$ cat src/hw/rtl/mfd_pkg.sv
// Shared constants, types and control struct for the marked frame deframer.
// Depends on nothing; used by mfd_cell and marked_frame_deframer.
`default_nettype none

package mfd_pkg;

	// Payload store depth and derived widths
	localparam int MAX_PAYLOAD = 32;
	localparam int IDX_W       = $clog2(MAX_PAYLOAD);
	localparam int FILL_W      = $clog2(MAX_PAYLOAD + 1);
	localparam int LEN_W       = 6;

	// Framing and command characters
	localparam logic [7:0] CH_S = 8'h53;
	localparam logic [7:0] CH_X = 8'h58;
	localparam logic [7:0] CH_M = 8'h4D;
	localparam logic [7:0] CH_Q = 8'h51;
	localparam logic [7:0] CH_E = 8'h45;
	localparam logic [7:0] CH_T = 8'h54;
	localparam logic [7:0] CH_A = 8'h41;
	localparam logic [7:0] CH_D = 8'h44;
	localparam logic [7:0] CH_U = 8'h55;
	localparam logic [7:0] CH_B = 8'h42;

	typedef enum logic [1:0] {
		CMD_NONE = 2'd0,
		CMD_SET  = 2'd1,
		CMD_ADD  = 2'd2,
		CMD_SUB  = 2'd3
	} cmd_t;

	typedef enum logic [2:0] {
		ST_HUNT_S,
		ST_HUNT_X,
		ST_HUNT_M,
		ST_PAYLOAD,
		ST_PLAY
	} state_t;

	// Control broadcast to every cell of the chain
	typedef struct packed {
		logic       load;
		logic       shift;
		logic [7:0] data;
	} cell_ctrl_t;

endpackage

`default_nettype wire

$ cat src/hw/rtl/mfd_cell.sv
// One byte cell of the payload chain: loads a received byte when selected,
// or takes its neighbor's byte during playback. Depends on mfd_pkg.
`default_nettype none

module mfd_cell (
	input  wire logic                clk,
	input  wire mfd_pkg::cell_ctrl_t ctrl,
	input  wire logic                sel,
	input  wire logic [7:0]          next_byte,
	output logic [7:0]               cell_byte
);

	logic [7:0] byte_q;

	// Shift toward the head during playback, else capture when addressed
	always_ff @(posedge clk) begin
		if (ctrl.shift) begin
			byte_q <= next_byte;
		end else if (ctrl.load && sel) begin
			byte_q <= ctrl.data;
		end
	end

	assign cell_byte = byte_q;

endmodule

`default_nettype wire

$ cat src/hw/rtl/marked_frame_deframer.sv
// Marked frame deframer top level: header hunt, payload cell chain, playback.
// Depends on mfd_pkg and mfd_cell.
`default_nettype none

// Accepts one received byte per cycle while hunting for the S X M header and
// while collecting payload into a chain of MAX_PAYLOAD byte cells. On Q the
// input stalls and the frame plays out through a single output register,
// one result per cycle while the output side does not stall: one result per
// payload byte, or a single result for an empty frame. Playback drains the chain by
// shifting every cell one place toward the head for each byte played. All results of a
// frame carry the same command, set_flag and payload_length; last marks the
// final one. A payload byte arriving with the chain full drops the frame.
module marked_frame_deframer (
	input  wire logic                        clk,
	input  wire logic                        arst_n,
	input  wire logic                        in_valid,
	output logic                             in_stall,
	input  wire logic [7:0]                  rx_byte,
	output logic                             out_valid,
	input  wire logic                        out_stall,
	output logic [7:0]                       payload_byte,
	output logic                             byte_valid,
	output logic                             last,
	output logic [1:0]                       command,
	output logic                             set_flag,
	output logic [mfd_pkg::LEN_W-1:0]        payload_length
);

	mfd_pkg::state_t               state_q, state_d;
	logic [mfd_pkg::FILL_W-1:0]    fill_q, fill_d;
	logic [mfd_pkg::FILL_W-1:0]    remain_q, remain_d;
	logic [mfd_pkg::FILL_W-1:0]    len_q, len_d;
	mfd_pkg::cmd_t                 cmd_q, cmd_d;
	logic                          toggle_q, toggle_d;
	mfd_pkg::cell_ctrl_t           ctrl;
	logic                          in_fire;
	logic                          slot_free;
	logic                          out_load;
	logic                          last_now;
	mfd_pkg::cmd_t                 classify;
	logic [7:0]                    cells [mfd_pkg::MAX_PAYLOAD];

	logic                          out_valid_q;
	logic [7:0]                    payload_byte_q;
	logic                          byte_valid_q;
	logic                          last_q;
	mfd_pkg::cmd_t                 command_q;
	logic                          set_flag_q;
	logic [mfd_pkg::LEN_W-1:0]     payload_length_q;

	// Cell chain: each cell hands its byte to the one below during playback
	for (genvar i = 0; i < mfd_pkg::MAX_PAYLOAD; i++) begin : g_cell
		logic [7:0] next_byte;
		logic       sel;
		if (i == mfd_pkg::MAX_PAYLOAD - 1) begin : g_tail
			assign next_byte = 8'h00;
		end else begin : g_mid
			assign next_byte = cells[i+1];
		end
		assign sel = (fill_q[mfd_pkg::IDX_W-1:0] == mfd_pkg::IDX_W'(i));
		mfd_cell u_cell (
			.clk       (clk),
			.ctrl      (ctrl),
			.sel       (sel),
			.next_byte (next_byte),
			.cell_byte (cells[i])
		);
	end

	assign in_stall  = (state_q == mfd_pkg::ST_PLAY);
	assign in_fire   = in_valid && !in_stall;
	assign slot_free = !out_valid_q || !out_stall;
	assign last_now  = (remain_q <= mfd_pkg::FILL_W'(1));

	// Match the whole payload against the three command words
	always_comb begin
		classify = mfd_pkg::CMD_NONE;
		if (fill_q == mfd_pkg::FILL_W'(3)) begin
			if (cells[0] == mfd_pkg::CH_S && cells[1] == mfd_pkg::CH_E &&
			    cells[2] == mfd_pkg::CH_T) begin
				classify = mfd_pkg::CMD_SET;
			end else if (cells[0] == mfd_pkg::CH_A && cells[1] == mfd_pkg::CH_D &&
			             cells[2] == mfd_pkg::CH_D) begin
				classify = mfd_pkg::CMD_ADD;
			end else if (cells[0] == mfd_pkg::CH_S && cells[1] == mfd_pkg::CH_U &&
			             cells[2] == mfd_pkg::CH_B) begin
				classify = mfd_pkg::CMD_SUB;
			end
		end
	end

	// Next state, cell control and playback sequencing
	always_comb begin
		state_d    = state_q;
		fill_d     = fill_q;
		remain_d   = remain_q;
		len_d      = len_q;
		cmd_d      = cmd_q;
		toggle_d   = toggle_q;
		ctrl.load  = 1'b0;
		ctrl.shift = 1'b0;
		ctrl.data  = rx_byte;
		out_load   = 1'b0;
		case (state_q)
			mfd_pkg::ST_HUNT_S: begin
				if (in_fire) begin
					state_d = (rx_byte == mfd_pkg::CH_S) ? mfd_pkg::ST_HUNT_X
					                                     : mfd_pkg::ST_HUNT_S;
				end
			end
			mfd_pkg::ST_HUNT_X: begin
				if (in_fire) begin
					state_d = (rx_byte == mfd_pkg::CH_X) ? mfd_pkg::ST_HUNT_M
					                                     : mfd_pkg::ST_HUNT_S;
				end
			end
			mfd_pkg::ST_HUNT_M: begin
				if (in_fire) begin
					if (rx_byte == mfd_pkg::CH_M) begin
						state_d = mfd_pkg::ST_PAYLOAD;
						fill_d  = '0;
					end else begin
						state_d = mfd_pkg::ST_HUNT_S;
					end
				end
			end
			mfd_pkg::ST_PAYLOAD: begin
				if (in_fire) begin
					if (rx_byte == mfd_pkg::CH_Q) begin
						cmd_d    = classify;
						toggle_d = toggle_q ^ (classify == mfd_pkg::CMD_SET);
						len_d    = fill_q;
						remain_d = fill_q;
						fill_d   = '0;
						state_d  = mfd_pkg::ST_PLAY;
					end else if (fill_q < mfd_pkg::FILL_W'(mfd_pkg::MAX_PAYLOAD)) begin
						ctrl.load = 1'b1;
						fill_d    = fill_q + mfd_pkg::FILL_W'(1);
					end else begin
						fill_d  = '0;
						state_d = mfd_pkg::ST_HUNT_S;
					end
				end
			end
			mfd_pkg::ST_PLAY: begin
				if (slot_free) begin
					out_load   = 1'b1;
					ctrl.shift = (len_q != '0);
					if (remain_q != '0) begin
						remain_d = remain_q - mfd_pkg::FILL_W'(1);
					end
					if (last_now) begin
						state_d = mfd_pkg::ST_HUNT_S;
					end
				end
			end
			default: begin
				state_d = mfd_pkg::ST_HUNT_S;
			end
		endcase
	end

	// Hold control state
	always_ff @(posedge clk or negedge arst_n) begin
		if (!arst_n) begin
			state_q  <= mfd_pkg::ST_HUNT_S;
			fill_q   <= '0;
			remain_q <= '0;
			len_q    <= '0;
			cmd_q    <= mfd_pkg::CMD_NONE;
			toggle_q <= 1'b0;
		end else begin
			state_q  <= state_d;
			fill_q   <= fill_d;
			remain_q <= remain_d;
			len_q    <= len_d;
			cmd_q    <= cmd_d;
			toggle_q <= toggle_d;
		end
	end

	// Output valid: set on load, drop once the transaction is taken
	always_ff @(posedge clk or negedge arst_n) begin
		if (!arst_n) begin
			out_valid_q <= 1'b0;
		end else if (out_load) begin
			out_valid_q <= 1'b1;
		end else if (!out_stall) begin
			out_valid_q <= 1'b0;
		end
	end

	// Output payload: head cell or the empty frame marker
	always_ff @(posedge clk) begin
		if (out_load) begin
			payload_byte_q   <= (len_q != '0) ? cells[0] : 8'h00;
			byte_valid_q     <= (len_q != '0);
			last_q           <= last_now;
			command_q        <= cmd_q;
			set_flag_q       <= toggle_q;
			payload_length_q <= mfd_pkg::LEN_W'(len_q);
		end
	end

	assign out_valid      = out_valid_q;
	assign payload_byte   = payload_byte_q;
	assign byte_valid     = byte_valid_q;
	assign last           = last_q;
	assign command        = command_q;
	assign set_flag       = set_flag_q;
	assign payload_length = payload_length_q;

	// Fill never passes the chain depth
	a_fill_bound: assert property (@(posedge clk) disable iff (!arst_n)
		fill_q <= mfd_pkg::FILL_W'(mfd_pkg::MAX_PAYLOAD))
		else $error("fill count beyond chain depth");

	// An empty marker is always the last and only result of its frame
	a_empty_marker: assert property (@(posedge clk) disable iff (!arst_n)
		(out_valid_q && !byte_valid_q) |-> (last_q && payload_length_q == '0))
		else $error("empty marker malformed");

	// Playback never runs out of bytes before finishing
	a_play_remain: assert property (@(posedge clk) disable iff (!arst_n)
		(state_q == mfd_pkg::ST_PLAY) |-> (remain_q != '0 || len_q == '0))
		else $error("playback overran payload");

	// The kept flag changes only on a SET frame
	a_toggle_set: assert property (@(posedge clk) disable iff (!arst_n)
		(toggle_q != $past(toggle_q)) |-> (cmd_q == mfd_pkg::CMD_SET))
		else $error("flag toggled without SET");

endmodule

`default_nettype wire

$ cat config.mk
export PLATFORM = sky130hd
export DESIGN_NAME = marked_frame_deframer
export DESIGN_NICKNAME = d
export VERILOG_FILES = /design/src/hw/rtl/mfd_pkg.sv /design/src/hw/rtl/mfd_cell.sv /design/src/hw/rtl/marked_frame_deframer.sv
export SDC_FILE = /design/constraint.sdc
export NUM_CORES = 1
export LEC_CHECK = 0
export ABC_AREA = 1
export BUFFER_PORTS_ARGS = -buffer_cell sky130_fd_sc_hd__clkbuf_2
export CORE_ASPECT_RATIO = 1.1
export CORE_MARGIN = 5
export CORE_UTILIZATION = 52
export CTS_BUF_LIST = sky130_fd_sc_hd__clkbuf_8
export CTS_CLUSTER_DIAMETER = 80
export DETAILED_ROUTE_END_ITERATION = 7
export PLACE_DENSITY = 0.75
export SYNTH_ARGS = -nofsm -noshare
export SYNTH_HDL_FRONTEND = slang
export SYNTH_SLANG_ARGS = --single-unit
$ cat constraint.sdc
create_clock -name clk -period 2.32 [get_ports clk]
set_clock_uncertainty 0.05 [all_clocks]
set_input_delay 0.232 -clock clk [delete_from_list [all_inputs] [get_ports clk]]
set_output_delay 0.232 -clock clk [all_outputs]
set_load 0.02 [all_outputs]
Word-level counts from Yosys, hierarchy flattened. Index checks and enable logic that the tools add are counted.

Register bits after elaboration: 300. Word-level logic and storage cells: 293.

$add $sub $neg: 2. $lt $le $gt $ge: 2. Equal/unequal tests: 60. Multiplexer cells: 99. Bitwise gates (word level): 1. Reduce and logical (&&, ||, !) cells: 84.

Operators with widths (number): two-way mux 8 bit (62); equality test 8 x 7 -> 1 bit, second input constant (12); equality test 5 bit, second input constant (16); nonzero test 2 bit (33); two-way mux 6 bit (9); equality test 5 x 4 -> 1 bit, second input constant (8); logical AND 1 bit (39); two-way mux 3 bit (8); one-hot mux 6 bit (2 select lines) (2); equality test 5 x 3 -> 1 bit, second input constant (4); one-hot mux 3 bit (5 select lines) (1); two-way mux 2 bit (6); != test 2 bit, second input constant (6); nonzero test 6 bit (2); two-way mux 1 bit (11); equality test 5 x 2 -> 1 bit, second input constant (2); != test 2 x 1 -> 1 bit, second input constant (4); AND reduction 7 bit (1); adder 6 x 1 -> 6 bit, second input constant (1); equality test 3 x 2 -> 1 bit, second input constant (2); equality test 6 x 2 -> 1 bit, second input constant (1); less-or-equal comparator 6 x 1 -> 1 bit, second input constant (1); less-than comparator 6 bit, second input constant (1); subtractor 6 x 1 -> 6 bit, second input constant (1); other kinds (13) (15).

Depth between registers and ports, before layout.
Depth after elaboration: 9. Gate-level depth with buffers: 11.

Cells and area by module. Synthesis repeated with hierarchy kept, for this count alone.

Cell total of the unflattened synthesis: 1491. Area, all modules: 13899.6 µm².

Modules (own cells, without submodules): mfd_cell (times used 32, cells each 36, area an instance 352.8 µm², sequential area each 240.2 µm²); marked_frame_deframer (times used 1, cells each 339, area an instance 2608.8 µm², sequential area each 1196.1 µm²).

Worst setup path before layout. OpenSTA, ideal clock, no wires.

Path type: register to register. From: register state_q[2]. To: register g_cell[16].u_cell.byte_q[0], enable pin. Setup time: 384 ps. Data arrival time: 1880 ps. Data required time: 1886 ps. Setup slack: 6 ps. Stages on the path, launching flop included: 10. Buffers on the path: 0. Period minus slack after synthesis: 2314 ps. Cell sequence: dfrtp_1 -> inv_2 -> nand2_2 -> nor2_4 -> inv_2 -> nor2_4 -> nand2_2 -> nor2_2 -> inv_1 -> o21ai_0.

Word-level cells in the longest chain between the ends: 7. Elaborated cells between the ends (all ways): 9. Those cells by class: eq/ne: 2; mux: 3; reduce/logical: 4.

Ends and longest elaborated chain: start, declared (line marked_frame_deframer.sv:29) `mfd_pkg::state_t state_q, state_d;`; start signal, assigned (line marked_frame_deframer.sv:166) `state_q <= mfd_pkg::ST_HUNT_S;`; start signal, assigned (line marked_frame_deframer.sv:173) `state_q <= state_d;`; equality test 3 bit (line marked_frame_deframer.sv:70, marked_frame_deframer.sv:104); logical NOT 1 bit (line marked_frame_deframer.sv:71) `assign in_fire = in_valid && !in_stall;`; logical AND 1 bit (line marked_frame_deframer.sv:71); two-way mux 1 bit (line marked_frame_deframer.sv:128) `if (in_fire) begin`; two-way mux 1 bit (line marked_frame_deframer.sv:104) `case (state_q)`; logical AND 1 bit (line mfd_cell.sv:19) `end else if (ctrl.load && sel) begin`; nonzero test 2 bit (no line) *; end signal, assigned (line mfd_cell.sv:18) `byte_q <= next_byte;`; end signal, assigned (line mfd_cell.sv:20) `byte_q <= ctrl.data;`; end, declared (line mfd_cell.sv:13) `logic [7:0] byte_q;`.

Mark *: on every way between the ends. The rest lies on a longest branch, timed or not. A chain may end at the register's enable or synchronous reset.

Final worst setup path.
From: register state_q[2]. To: register g_cell[10].u_cell.byte_q[6], enable pin.

Word-level cells in the longest chain between the ends: 7. Elaborated cells between the ends (all ways): 9. Those cells by class: eq/ne: 2; mux: 3; reduce/logical: 4.

Ends and longest elaborated chain (line): equality test 3 bit (marked_frame_deframer.sv:70, marked_frame_deframer.sv:104); logical NOT 1 bit (marked_frame_deframer.sv:71); logical AND 1 bit (marked_frame_deframer.sv:71); two-way mux 1 bit (marked_frame_deframer.sv:128); two-way mux 1 bit (marked_frame_deframer.sv:104); logical AND 1 bit (mfd_cell.sv:19); nonzero test 2 bit (no line) *; end signal, assigned (mfd_cell.sv:18); end signal, assigned (mfd_cell.sv:20); end, declared (mfd_cell.sv:13).

Marks and branches as above.

==> results.yml <==
sta:
  slew_violations: 0
  post-route-min-period_ps: 2160
  fin_crit_sh: 0.930
  rsz0062_at_grt: "no"
  hold_viol: 0
  setup_viol_count_final: 0
  fmax_mhz: 464
  relSlewSlack: 0.493
  tns_ps: 0
  worst_pin_slew_ps: 761
run:
  maxCapViolCount: 0
place:
  dp_hpwl_um: 16600
  routabilityCongestion: 0.857
  portBuffers: 32
  place_area_um2: 13700
logic_synthesis:
  ys.flop_type: "edfxtp_1"
  async_flop_share: 0.0833
  ys_types: 32
  synth_top_area_cell: "edfxtp_1"
  synth-edff-count: 267
  synthesis.area_um2: 13000
  avgSynthCellArea_um2: 10.6
  synthCells: 1224
  synth.most_common_cell: "nand2_1"
  synthTopCellsByCount: "326 x nand2_1, 267 x edfxtp_1, 267 x nand3_1"
  syn_nets: 1244
  ys_warn_count: 0
  ys_seq_elements: 300
  synth_top_cell_area_share: 0.617
  yosysSeqAreaShare: 0.677
  synth_area_leaders: "edfxtp_1 62%, nand3_1 10%, nand2_1 9.4%"
setup_path:
  r2r_start: "state_q[2]"
  path_class: "flip-flop to flip-flop"
  start_kind: "flip-flop"
  endpoint_kind: "flip-flop"
  slowest_stage: "dfrtp_1"
  worstPathCellList: "inv_2 -> nand2_2 -> nor2_4 -> inv_2 -> nor2_4 -> nand2_2 -> inv_1 -> nand2_1 -> o21ai_0 -> buf_4"
  critPathMaxStageDelay_ps: 470
  crit_fanout: 8
  critPathLaunch: "state_q[2]"
  path_buf_inv: 4
  cp.arrival_ps: 2360
  crit_required_ps: 2520
  crit_family: "simple AND/OR/NAND/NOR gates"
clocking:
  cts.sink_count: 300
  cts_buffers: 46
  cts_setup_buffers: 0
  clock_latency_ps: 550
  clockBufferDepth: 3
  path_clk_slew_ps: 60
  h-tree-depth: 2
  cts_root_buffer: "clkbuf_8"
  cts_tree: "done"
grt:
  grt_pass1_wl_um: 45800
  grt.overflow.total: 0
  groute.usage.overall: 0.198
  grt_start_max_net_pins: 180
  grt_pass1_vias: 8867
  antenna_found_initial: 0
routing:
  dr.pass1.iters: 6
  avgRoutedWirePerCell_um: 17.0
  vias: 9108
  antenna_left: 0
  avgViaCountPerCell: 5.62
  drc_errors: 0
  wl_um: 27600
  drt_iter0_markers: 982
floorplanning:
  dieArea_um2: 28300
  fp.dieW_um: 161
  core.rowCount: 60
  die_y_um: 176
  core-area_um2: 24500
  ios: 33
  start_util: 0.530
finish:
  final_core_utilization: 0.595
  final_cell_area_um2: 14600
  final_nets: 1298
  area_growth_pct: 12.3
  n_antenna_cell: 0
  drive_above_1_share: 0.123
outcome:
  status: "completed"
power:
  p_leak_uw: 0.00558
  powerDensity_nw_per_um2: 694
  ir_worst_vdd_uv: 507
min_path:
  hold_class: "primary input to flip-flop"
  hp-start: "in_valid"
cells by family after synthesis:
kind of cell             share of synthesized area
AO/OA/AOI/OAI                               0.0372
XOR/XNOR                                   0.00135
adder cells (fa/ha/maj)                    0.00770
buffers and inverters                       0.0478
flip-flops                                   0.677
AND/OR/NAND/NOR                              0.229
stage by stage:
stage	hold WS, ps	power, uW	cells	worst slack [ps]
floorplan	-114	6150	1224	5.53
global placement	233	6250	1530	212
detailed placement	232	6260	1530	173
CTS	89.9	10200	1622	147
global route	172	10500	1622	5.38
finish	131	10100	1622	163
flip-flops by register name, indices dropped and copies added, names as in the netlist, 2 cells and up:
| register | flops |
|---|---|
| payload_byte | 8 |
| cmd_q | 2 |
| remain_q | 6 |
| fill_q | 6 |
| payload_length | 6 |
| command | 2 |
| state_q | 3 |
| len_q | 6 |
| g_cell.u_cell.cell_byte | 256 |
layout by cell type (no fill, tap or decap), types with 2 or more instances in the layout:
cell           count
nand2_4            2
clkinv_2           4
clkinv_1           9
nor3_1             4
o21ai_1           15
xor2_1             2
o31ai_1           10
buf_4             42
nand4_1            4
nor2_4             5
dlygate4sd3_1     10
nor2_2             2
inv_2              7
clkbuf_2          32
nor2_1            67
nor4_1             2
o21ai_0           51
edfxtp_1         267
nand3_1          267
nand2_1          325
dfrtp_1           25
clkbuf_8          51
inv_1             67
a21oi_1            7
ha_1               7
dfxtp_1            8
nand2_2            2
buf_12            10
worst min-delay path: cells and delay by family:
family	cells	cell delay, ps
and+or+nand+nor	2	150
AOI/OAI and AO/OA	1	190
buffers and inverters	1	110
power breakdown:
group	total, uW	switching (uW)	internal (uW)	leakage [uW]
Clock	3960	1950	2010	0.000491
Sequential	5880	6.17	5880	0.00276
Combinational	287	199	87.7	0.00233
what timing repair did:
| action | in CTS | in global routing |
|---|---|---|
| endpoints found under the setup margin | 0 | 82 |
| endpoints found under the hold margin | 34 | 0 |
| hold buffers | 10 | 0 |
| gates resized for setup | 0 | 7 |
path summary, 6_finish.rpt:
path	to	slack, ps	cells past startpoint
max	g_cell[10].u_cell.cell_byte[6]	160	10
min	state_q[2]	130	4
max reg2reg	g_cell[10].u_cell.cell_byte[6]	160	10
min reg2reg	command[0]	420	0
max in group asynchronous	fill_q[5]	1630	2
min in group asynchronous	remain_q[1]	180	2
layout make-up:
type / instances / area, um2
multi-input cells: 779 / 3590
clock inverters: 31 / 125
inverters: 57 / 214
fillers: 1907 / 9950
clock buffers: 51 / 702
flip-flops and latches: 300 / 8800
well taps: 310 / 388
repair buffers: 94 / 776
routing by layer:
metal	wire length, um	global-route usage	vias up
met4	788	0.0750	0
met3	2050	0.0397	62
met2	13500	0.320	385
met1	11200	0.267	4315
li1	-	-	4346
met5	0	0	-
No activity file was read; power rests on OpenSTA's default activity.
